[config.mk]
export PLATFORM = sky130hd
export DESIGN_NAME = bitmap_block_allocator
export DESIGN_NICKNAME = d
export VERILOG_FILES = /design/src/sv/bba_pkg.sv /design/src/sv/bitmap_block_allocator.sv
export SDC_FILE = /design/constraint.sdc
export NUM_CORES = 2
export LEC_CHECK = 0
export ABC_AREA = 1
export BUFFER_PORTS_ARGS = -buffer_cell sky130_fd_sc_hd__buf_2
export CORE_UTILIZATION = 50
export DETAILED_ROUTE_END_ITERATION = 10
export PLACE_DENSITY = 0.73
export RECOVER_POWER = 50
export SLEW_MARGIN = 40
export SYNTH_ARGS = -nofsm -noshare
export SYNTH_HDL_FRONTEND = slang
export SYNTH_SLANG_ARGS = --single-unit
[constraint.sdc]
create_clock -name clk -period 7.9 [get_ports clk]
set_clock_uncertainty 0.1 [all_clocks]
set_input_delay 0.395 -clock clk [delete_from_list [all_inputs] [get_ports clk]]
set_output_delay 0.395 -clock clk [all_outputs]
set_load 0.01 [all_outputs]
[src/sv/bba_pkg.sv]
// ----------------------------------------------------------------------------
// bba_pkg
// Shared types, sizes and codes for the bitmap block allocator.
// ----------------------------------------------------------------------------
`default_nettype none

package bba_pkg;

  // bitmap geometry
  localparam int INODE_WORDS = 16;
  localparam int BLOCK_WORDS = 32;
  localparam int WORD_BITS   = 32;
  localparam int TOTAL_WORDS = INODE_WORDS + BLOCK_WORDS;
  localparam int MAX_WORDS   = (INODE_WORDS > BLOCK_WORDS) ? INODE_WORDS : BLOCK_WORDS;

  // derived widths
  localparam int NUM_W  = 11;
  localparam int CMP_W  = NUM_W + 1;
  localparam int BIT_W  = (WORD_BITS > 1) ? $clog2(WORD_BITS) : 1;
  localparam int ADDR_W = (TOTAL_WORDS > 1) ? $clog2(TOTAL_WORDS) : 1;
  localparam int OFF_W  = $clog2(MAX_WORDS + 1);
  localparam int STAT_W = 2;

  // pool sizes in entries
  localparam int INODE_ENTRIES = INODE_WORDS * WORD_BITS;
  localparam int BLOCK_ENTRIES = BLOCK_WORDS * WORD_BITS;

  // request codes
  localparam logic MODE_ALLOC = 1'b0;
  localparam logic MODE_FREE  = 1'b1;
  localparam logic POOL_INODE = 1'b0;
  localparam logic POOL_BLOCK = 1'b1;

  // status codes
  localparam logic [STAT_W-1:0] STATUS_OK       = 2'd0;
  localparam logic [STAT_W-1:0] STATUS_FULL     = 2'd1;
  localparam logic [STAT_W-1:0] STATUS_BAD_FREE = 2'd2;

  // sequencer states
  typedef enum logic [4:0] {
    S_IDLE     = 5'b00001,
    S_SCAN     = 5'b00010,
    S_FREE_RD  = 5'b00100,
    S_FREE_CHK = 5'b01000,
    S_DONE     = 5'b10000
  } state_t;

endpackage

`default_nettype wire

[src/sv/bitmap_block_allocator.sv]
// ----------------------------------------------------------------------------
// bitmap_block_allocator
// First-fit allocator over an inode use bitmap and a data block use bitmap.
// ----------------------------------------------------------------------------
// Both bitmaps live in one word memory (inode words first, then block words),
// entry k (1-based) being bit k-1 counted from the msb of word 0. An allocate
// beat scans the chosen pool one memory word per cycle through a single
// first-clear-bit finder, sets the bit and returns its number; a full pool
// answers with status 1. A free beat reads one word, checks and clears the
// bit; a zero, out-of-range or already clear number answers with status 2.
// The block takes one request at a time: an allocate occupies it until its
// scan through the memory read port finds a clear bit or reaches the last
// pool word; a free passes through read, check and done states, and a
// rejected free goes straight to done. Per-word valid flags stand for the
// cleared state after reset, so no clearing pass is needed. A finished
// response sits in an output register and does not hold up the next request.
`default_nettype none

module bitmap_block_allocator (
  input  wire                        clk,
  input  wire                        rst,
  input  wire                        req_valid,
  output logic                       req_stall,
  input  wire                        mode,
  input  wire                        pool,
  input  wire  [bba_pkg::NUM_W-1:0]  entry_number,
  output logic                       rsp_valid,
  input  wire                        rsp_stall,
  output logic [bba_pkg::NUM_W-1:0]  granted_number,
  output logic [bba_pkg::STAT_W-1:0] status
);

  bba_pkg::state_t state;

  // latched request
  logic                       pool_r;
  logic [bba_pkg::NUM_W-1:0]  num_r;

  // scan counters
  logic [bba_pkg::OFF_W-1:0]  rd_off;
  logic [bba_pkg::OFF_W-1:0]  chk_off;
  logic                       rd_pend;

  // pending result
  logic [bba_pkg::NUM_W-1:0]  res_num;
  logic [bba_pkg::STAT_W-1:0] res_status;

  // memory
  logic [bba_pkg::WORD_BITS-1:0] mem [bba_pkg::TOTAL_WORDS];
  logic [bba_pkg::TOTAL_WORDS-1:0] word_valid;
  logic [bba_pkg::WORD_BITS-1:0] rdata;
  logic                          rhit;

  logic                          req_fire;
  logic                          rsp_free;
  logic                          rd_en;
  logic [bba_pkg::ADDR_W-1:0]    rd_addr;
  logic                          wr_en;
  logic [bba_pkg::ADDR_W-1:0]    wr_addr;
  logic [bba_pkg::WORD_BITS-1:0] wr_data;

  logic [bba_pkg::ADDR_W-1:0]    base;
  logic [bba_pkg::OFF_W-1:0]     words;
  logic [bba_pkg::NUM_W-1:0]     free_idx;
  logic [bba_pkg::ADDR_W-1:0]    free_word;
  logic [bba_pkg::BIT_W-1:0]     free_bit;
  logic [bba_pkg::WORD_BITS-1:0] cur_word;
  logic [bba_pkg::WORD_BITS-1:0] free_mask;
  logic [bba_pkg::WORD_BITS-1:0] find_mask;
  logic                          found;
  logic [bba_pkg::BIT_W-1:0]     find_pos;
  logic                          range_bad;
  logic [bba_pkg::CMP_W-1:0]     pool_entries;

  assign req_fire = req_valid && !req_stall;
  assign req_stall = (state != bba_pkg::S_IDLE);
  assign rsp_free = !rsp_valid || !rsp_stall;

  // pool geometry
  always_comb begin
    base  = (pool_r == bba_pkg::POOL_BLOCK) ? bba_pkg::ADDR_W'(bba_pkg::INODE_WORDS) : '0;
    words = (pool_r == bba_pkg::POOL_BLOCK) ? bba_pkg::OFF_W'(bba_pkg::BLOCK_WORDS)
                                            : bba_pkg::OFF_W'(bba_pkg::INODE_WORDS);
  end

  // range check on the incoming free number
  always_comb begin
    pool_entries = (pool == bba_pkg::POOL_BLOCK) ? bba_pkg::CMP_W'(bba_pkg::BLOCK_ENTRIES)
                                                 : bba_pkg::CMP_W'(bba_pkg::INODE_ENTRIES);
    range_bad = (entry_number == '0) || (bba_pkg::CMP_W'(entry_number) > pool_entries);
  end

  // word and bit of the number being freed
  always_comb begin
    free_idx  = num_r - bba_pkg::NUM_W'(1);
    free_word = bba_pkg::ADDR_W'(free_idx >> bba_pkg::BIT_W);
    free_bit  = free_idx[bba_pkg::BIT_W-1:0];
    free_mask = {{(bba_pkg::WORD_BITS-1){1'b0}}, 1'b1}
                << (bba_pkg::BIT_W'(bba_pkg::WORD_BITS - 1) - free_bit);
  end

  // word seen by the finder: never-written words read as all free
  assign cur_word = rhit ? rdata : '0;

  // first clear bit from the msb
  always_comb begin
    found    = 1'b0;
    find_pos = '0;
    for (int b = bba_pkg::WORD_BITS - 1; b >= 0; b--) begin
      if (!cur_word[bba_pkg::WORD_BITS-1-b]) begin
        found    = 1'b1;
        find_pos = bba_pkg::BIT_W'(b);
      end
    end
    find_mask = {{(bba_pkg::WORD_BITS-1){1'b0}}, 1'b1}
                << (bba_pkg::BIT_W'(bba_pkg::WORD_BITS - 1) - find_pos);
  end

  // memory port control
  always_comb begin
    rd_en   = 1'b0;
    rd_addr = base + bba_pkg::ADDR_W'(rd_off);
    wr_en   = 1'b0;
    wr_addr = base + bba_pkg::ADDR_W'(chk_off);
    wr_data = cur_word | find_mask;
    case (state)
      bba_pkg::S_SCAN: begin
        rd_en = (rd_off < words);
        wr_en = rd_pend && found;
      end
      bba_pkg::S_FREE_RD: begin
        rd_en   = 1'b1;
        rd_addr = base + free_word;
      end
      bba_pkg::S_FREE_CHK: begin
        wr_en   = (cur_word & free_mask) != '0;
        wr_addr = base + free_word;
        wr_data = cur_word & ~free_mask;
      end
      default: begin
        rd_en = 1'b0;
        wr_en = 1'b0;
      end
    endcase
  end

  // bitmap word memory
  always_ff @(posedge clk) begin
    if (wr_en) begin
      mem[wr_addr] <= wr_data;
    end
    if (rd_en) begin
      rdata <= mem[rd_addr];
    end
  end

  // written flags and registered read hit
  always_ff @(posedge clk) begin
    if (rst) begin
      word_valid <= '0;
      rhit       <= 1'b0;
    end else begin
      if (wr_en) begin
        word_valid[wr_addr] <= 1'b1;
      end
      if (rd_en) begin
        rhit <= word_valid[rd_addr];
      end
    end
  end

  // sequencer
  always_ff @(posedge clk) begin
    if (rst) begin
      state   <= bba_pkg::S_IDLE;
      rd_pend <= 1'b0;
    end else begin
      case (state)
        bba_pkg::S_IDLE: begin
          rd_pend <= 1'b0;
          if (req_fire) begin
            pool_r  <= pool;
            num_r   <= entry_number;
            rd_off  <= '0;
            chk_off <= '0;
            res_num <= '0;
            if (mode == bba_pkg::MODE_ALLOC) begin
              state <= bba_pkg::S_SCAN;
            end else if (range_bad) begin
              res_status <= bba_pkg::STATUS_BAD_FREE;
              state      <= bba_pkg::S_DONE;
            end else begin
              state <= bba_pkg::S_FREE_RD;
            end
          end
        end
        bba_pkg::S_SCAN: begin
          if (rd_en) begin
            rd_off <= rd_off + bba_pkg::OFF_W'(1);
          end
          rd_pend <= rd_en;
          if (rd_pend) begin
            if (found) begin
              res_num <= (bba_pkg::NUM_W'(chk_off) << bba_pkg::BIT_W)
                         + bba_pkg::NUM_W'(find_pos) + bba_pkg::NUM_W'(1);
              res_status <= bba_pkg::STATUS_OK;
              state      <= bba_pkg::S_DONE;
            end else if (chk_off == words - bba_pkg::OFF_W'(1)) begin
              res_status <= bba_pkg::STATUS_FULL;
              state      <= bba_pkg::S_DONE;
            end else begin
              chk_off <= chk_off + bba_pkg::OFF_W'(1);
            end
          end
        end
        bba_pkg::S_FREE_RD: begin
          state <= bba_pkg::S_FREE_CHK;
        end
        bba_pkg::S_FREE_CHK: begin
          res_status <= wr_en ? bba_pkg::STATUS_OK : bba_pkg::STATUS_BAD_FREE;
          state      <= bba_pkg::S_DONE;
        end
        bba_pkg::S_DONE: begin
          if (rsp_free) begin
            state <= bba_pkg::S_IDLE;
          end
        end
        default: begin
          state <= bba_pkg::S_IDLE;
        end
      endcase
    end
  end

  // response register
  always_ff @(posedge clk) begin
    if (rst) begin
      rsp_valid <= 1'b0;
    end else if (rsp_free) begin
      rsp_valid <= (state == bba_pkg::S_DONE);
      if (state == bba_pkg::S_DONE) begin
        granted_number <= res_num;
        status         <= res_status;
      end
    end
  end

`ifndef ASSERT_OFF
  // bitmap writes happen only while scanning or checking a free
  a_write_state: assert property (@(posedge clk) disable iff (rst)
    wr_en |-> (state == bba_pkg::S_SCAN || state == bba_pkg::S_FREE_CHK))
    else $error("bitmap write outside scan or free check");

  // a bitmap write always finishes the request
  a_write_done: assert property (@(posedge clk) disable iff (rst)
    wr_en |=> (state == bba_pkg::S_DONE))
    else $error("write did not finish the request");

  // failed responses carry no entry number
  a_fail_num: assert property (@(posedge clk) disable iff (rst)
    (rsp_valid && (status == bba_pkg::STATUS_FULL || status == bba_pkg::STATUS_BAD_FREE))
    |-> (granted_number == '0))
    else $error("failed beat carries an entry number");

  // an accepted request leaves idle
  a_busy: assert property (@(posedge clk) disable iff (rst)
    req_fire |=> (state != bba_pkg::S_IDLE))
    else $error("sequencer stayed idle after a request beat");

  // the scan never checks past the end of the pool
  a_scan_bound: assert property (@(posedge clk) disable iff (rst)
    (state == bba_pkg::S_SCAN) |-> (chk_off < words && rd_off <= words))
    else $error("scan ran past the pool");
`endif

endmodule

`default_nettype wire
==> flow_summary_export.csv <==
group,metric,value,unit
status,status,"finished with violations",
status,violations,"capacitance limit, slew limit",
yosys,syn_area_per_cell,13.1,sq um
worst_setup_path,worstSetupPathType,"reg -> reg",
floorplanning,die_x,367,um
layout,antennaDiodeCount,0,
min_path,worstHoldStart,"rst",
layout,area.sequential,49700,sq um
sta,layout_setup_ws,1.58,ns
place,dp_hpwl,92500,um
yosys,yosysTopAreaCell,"edfxtp_1",
layout,nets,5104,
worst_setup_path,cp_slowest_cell,"nor2_1",
sta,worstMarginPinSlew,2.43,ns
pwr,p_comb_share,21.6,%
worst_setup_path,rrSetupSlack,1.58,ns
worst_setup_path,crit_fanout,18,
worst_setup_path,arrival,6.70,ns
global_route,groute.layer.met2.usage,39.9,%
min_path,hp-class,"in -> reg",
floorplanning,num_rows,133,
global_route,top_usage_layer,"met2",
yosys,ys_seq_area_share,74.5,%
layout,final_cell_mix,"edfxtp_1, nor2_1, o21ai_0",
pwr,p_sw_share,30.8,%
yosys,synth_warnings,0,
worst_setup_path,r2r_cells,15,
sta,fin_crit_sh,80.1,%
floorplanning,die_h,367,um
clocking,clk_latency,0.79,ns
detailed_routing,vias,44200,
worst_setup_path,worst-endpoint-required,8.28,ns
detailed_routing,drtIter0Drc,6576,
sta,relSlewSlack,-62.3,%
yosys,synth.distinct_cells,42,
yosys,post_synth_main_area_contributors,"edfxtp_1, o21ai_0, nor2_1",
pwr,power_density,301,nW/um^2
clocking,clk_path_buf_depth,3,
sta,min_period,6.32,ns
run,maxCapViolCount,5,
yosys,synth-edff-count,1618,
clocking,cts_buffers,164,
place,gp_congestion,1.01,
global_route,antenna_found_initial,2,
worst_setup_path,max_stage_delay,1.29,ns
floorplanning,dieArea,135000,sq um
pwr,p_leak,23.3,nW
sta,fin_setup_tns,0,ns
global_route,met3_usage,5.49,%
floorplanning,coreArea,132000,sq um
pwr,p_seq_share,44.5,%
pwr,finalPower,22.5,mW
pwr,power_switching,6.93,mW
layout,multiInputGateArea,15700,sq um
global_route,grt_usage,25.8,%
yosys,async_reset_ff_share,0,%
worst_setup_path,cp-start-kind,"flop",
detailed_routing,wl,177000,um
sta,timing.fmax,0.158,GHz
detailed_routing,via_per_inst,6.34,
detailed_routing,drc_errors,0,
place,placed_area,69600,sq um
clocking,clk_pin_slew,0.06,ns
clocking,cts_tree,"done",
yosys,synth_fp_nets,5134,
global_route,grt_pass1_vias,42400,
layout,area_growth,11.9,%
min_path,holdPathEnd,"state[4]$_SDFFE_PP0P_",
sta,setup_viol,0,
pwr,clock_power_share,33.9,%
yosys,syn_area,66800,sq um
detailed_routing,drtAntennaViolNets,0,
layout,drive_gt1_share,8.80,%
worst_setup_path,end_kind,"flop",
sta,hold_viol_final,0,
sta,rsz0062_at_grt,"no",
clocking,htreeDepth,4,
pwr,max-vdd-ir-drop,0.221,mV
global_route,grt_start_max_net_pins,194,
worst_setup_path,reg2reg_to,"mem[22][18]$_DFFE_PP_",
worst_setup_path,crit_chain,"nor2_1 > nand2_1 > nor2_1 > nor2_1 > nor2_1 > inv_1 > or2_2 > o32ai_1 > nor4_1 > nand4_1 > nand2_1 > nand2_1 > nand4_1 > nor2_1 > buf_16",
min_path,holdPathStages,3,
yosys,ys_dominant_reg_cell,"edfxtp_1",
sta,final_max_slew_viol_count,165,
yosys,ys_ff_latch,1674,
pwr,p_int,15.6,mW
yosys,synthesis.instances,5102,
detailed_routing,drt_pass1_iterations,9,
place,port_buffers,31,
layout,fin_area,74700,sq um
global_route,grt_remaining_overflow,0,
floorplanning,initial_core_util,50.6,%
detailed_routing,wl_per_cell,25.5,um
yosys,synth_top_area_share,72.8,%
global_route,met1_usage,36.1,%
clocking,cts-root-buf,"clkbuf_16",
layout,nFillCells,10200,
layout,final_common_cell,"edfxtp_1",
worst_setup_path,crit_top_cell,"nor2_1",
floorplanning,pin_count,32,
global_route,grt_pass1_wl,263000,um
place,dpl_worst_slack,2.51,ns
worst_setup_path,r2r_start,"num_r[0]$_DFFE_PP_",
clocking,clock-sinks,1674,
-- cell usage after synthesis, types with 4 or more instances --
cell type / instances
a31o_1: 18
edfxtp_1: 1618
o32ai_1: 4
nand2_1: 197
nor3_1: 19
clkinv_1: 4
or2_2: 5
nor2_1: 1032
a21oi_1: 50
inv_1: 99
a31o_2: 15
o21ai_0: 812
buf_2: 26
nor2_2: 15
inv_2: 12
nor4_1: 7
nand3_1: 95
dfxtp_1: 56
nand4_4: 4
ha_1: 15
o221ai_1: 199
clkbuf_1: 320
o21bai_1: 6
o211ai_1: 196
buf_1: 12
o22ai_1: 221
nand4_1: 19
-- state kept, by name (all words and copies together), names as in the netlist, 2 cells and up --
name	cells
granted_number	11
rdata	32
mem	1536
num_r	11
rd_off	6
res_status	2
state	5
status	2
chk_off	6
res_num	11
word_valid	48
-- timing repair --
action / in CTS / in global routing
buffers inserted: 0 / 0
hold endpoints to repair: 17 / 0
resized for setup: 0 / 0
hold buffers: 15 / 0
-- routing by layer --
layer,share of wire [%],wire length [um]
met5,0,0
met4,3.4,6090
met3,11,20000
met2,46,81300
met1,39,69700
-- cells by family (layout without fill, tap and decap cells) --
kind of cell / count (synthesis) / in the layout / synth area share (%)
compound gates: 1534 / 1534 / 14.1
flops: 1674 / 1674 / 74.5
fa+ha+maj: 15 / 15 / 0.281
buf+inv: 475 / 578 / 2.73
xor+xnor: 4 / 4 / 0.0637
simple gates: 1400 / 1400 / 8.41
-- worst max-delay path by stage --
stage | start | end | cells past startpoint
after floorplan | rdata[0]$_DFFE_PP_ | mem[0][20]$_DFFE_PP_ | 38
after global placement | num_r[0]$_DFFE_PP_ | mem[36][19]$_DFFE_PP_ | 23
after detailed placement | num_r[0]$_DFFE_PP_ | mem[36][17]$_DFFE_PP_ | 23
after CTS | num_r[0]$_DFFE_PP_ | mem[36][9]$_DFFE_PP_ | 23
after global routing | num_r[0]$_DFFE_PP_ | mem[22][30]$_DFFE_PP_ | 15
final | num_r[0]$_DFFE_PP_ | mem[22][18]$_DFFE_PP_ | 15
-- stage by stage --
stage               std cells  hold slack [ns]  util (%)
floorplan                5102            0.300         -
global placement         6636            0.306      52.6
detailed placement       6645            0.308      52.7
CTS                      6959            0.126      56.8
global route             6960            0.172      56.6
finish                   6960            0.162      56.6
-- power by group through the flow --
stage          sequential [mW]  combinational, mW  clock (mW)
4_1_cts                   10.0               4.78        7.68
5_1_grt                   10.0               5.24        8.01
3_3_place_gp              10.2               4.59           0
6_report                  10.0               4.87        7.62
3_5_place_dp              10.2               4.74           0
2_1_floorplan             10.2               3.11           0
-- critical path, delay by kind of cell, from the launching register on --
family                 cells  cell delay (ns)
AOI/OAI and AO/OA          1             0.14
buffers and inverters      2             0.73
and+or+nand+nor           12             4.50
DFF                        1             0.54
-- final cells by class --
| cell class | count | share of cell area, % |
|---|---|---|
| Sequential cell | 1674 | 66.5 |
| Multi-Input combinational cell | 2953 | 21.1 |
| Clock buffer | 206 | 5.80 |
| Tap cell | 1755 | 2.94 |
| Timing Repair Buffer | 164 | 1.89 |
| Clock inverter | 93 | 1.17 |
| Inverter | 115 | 0.618 |
Power figures use the tool's default switching activity.
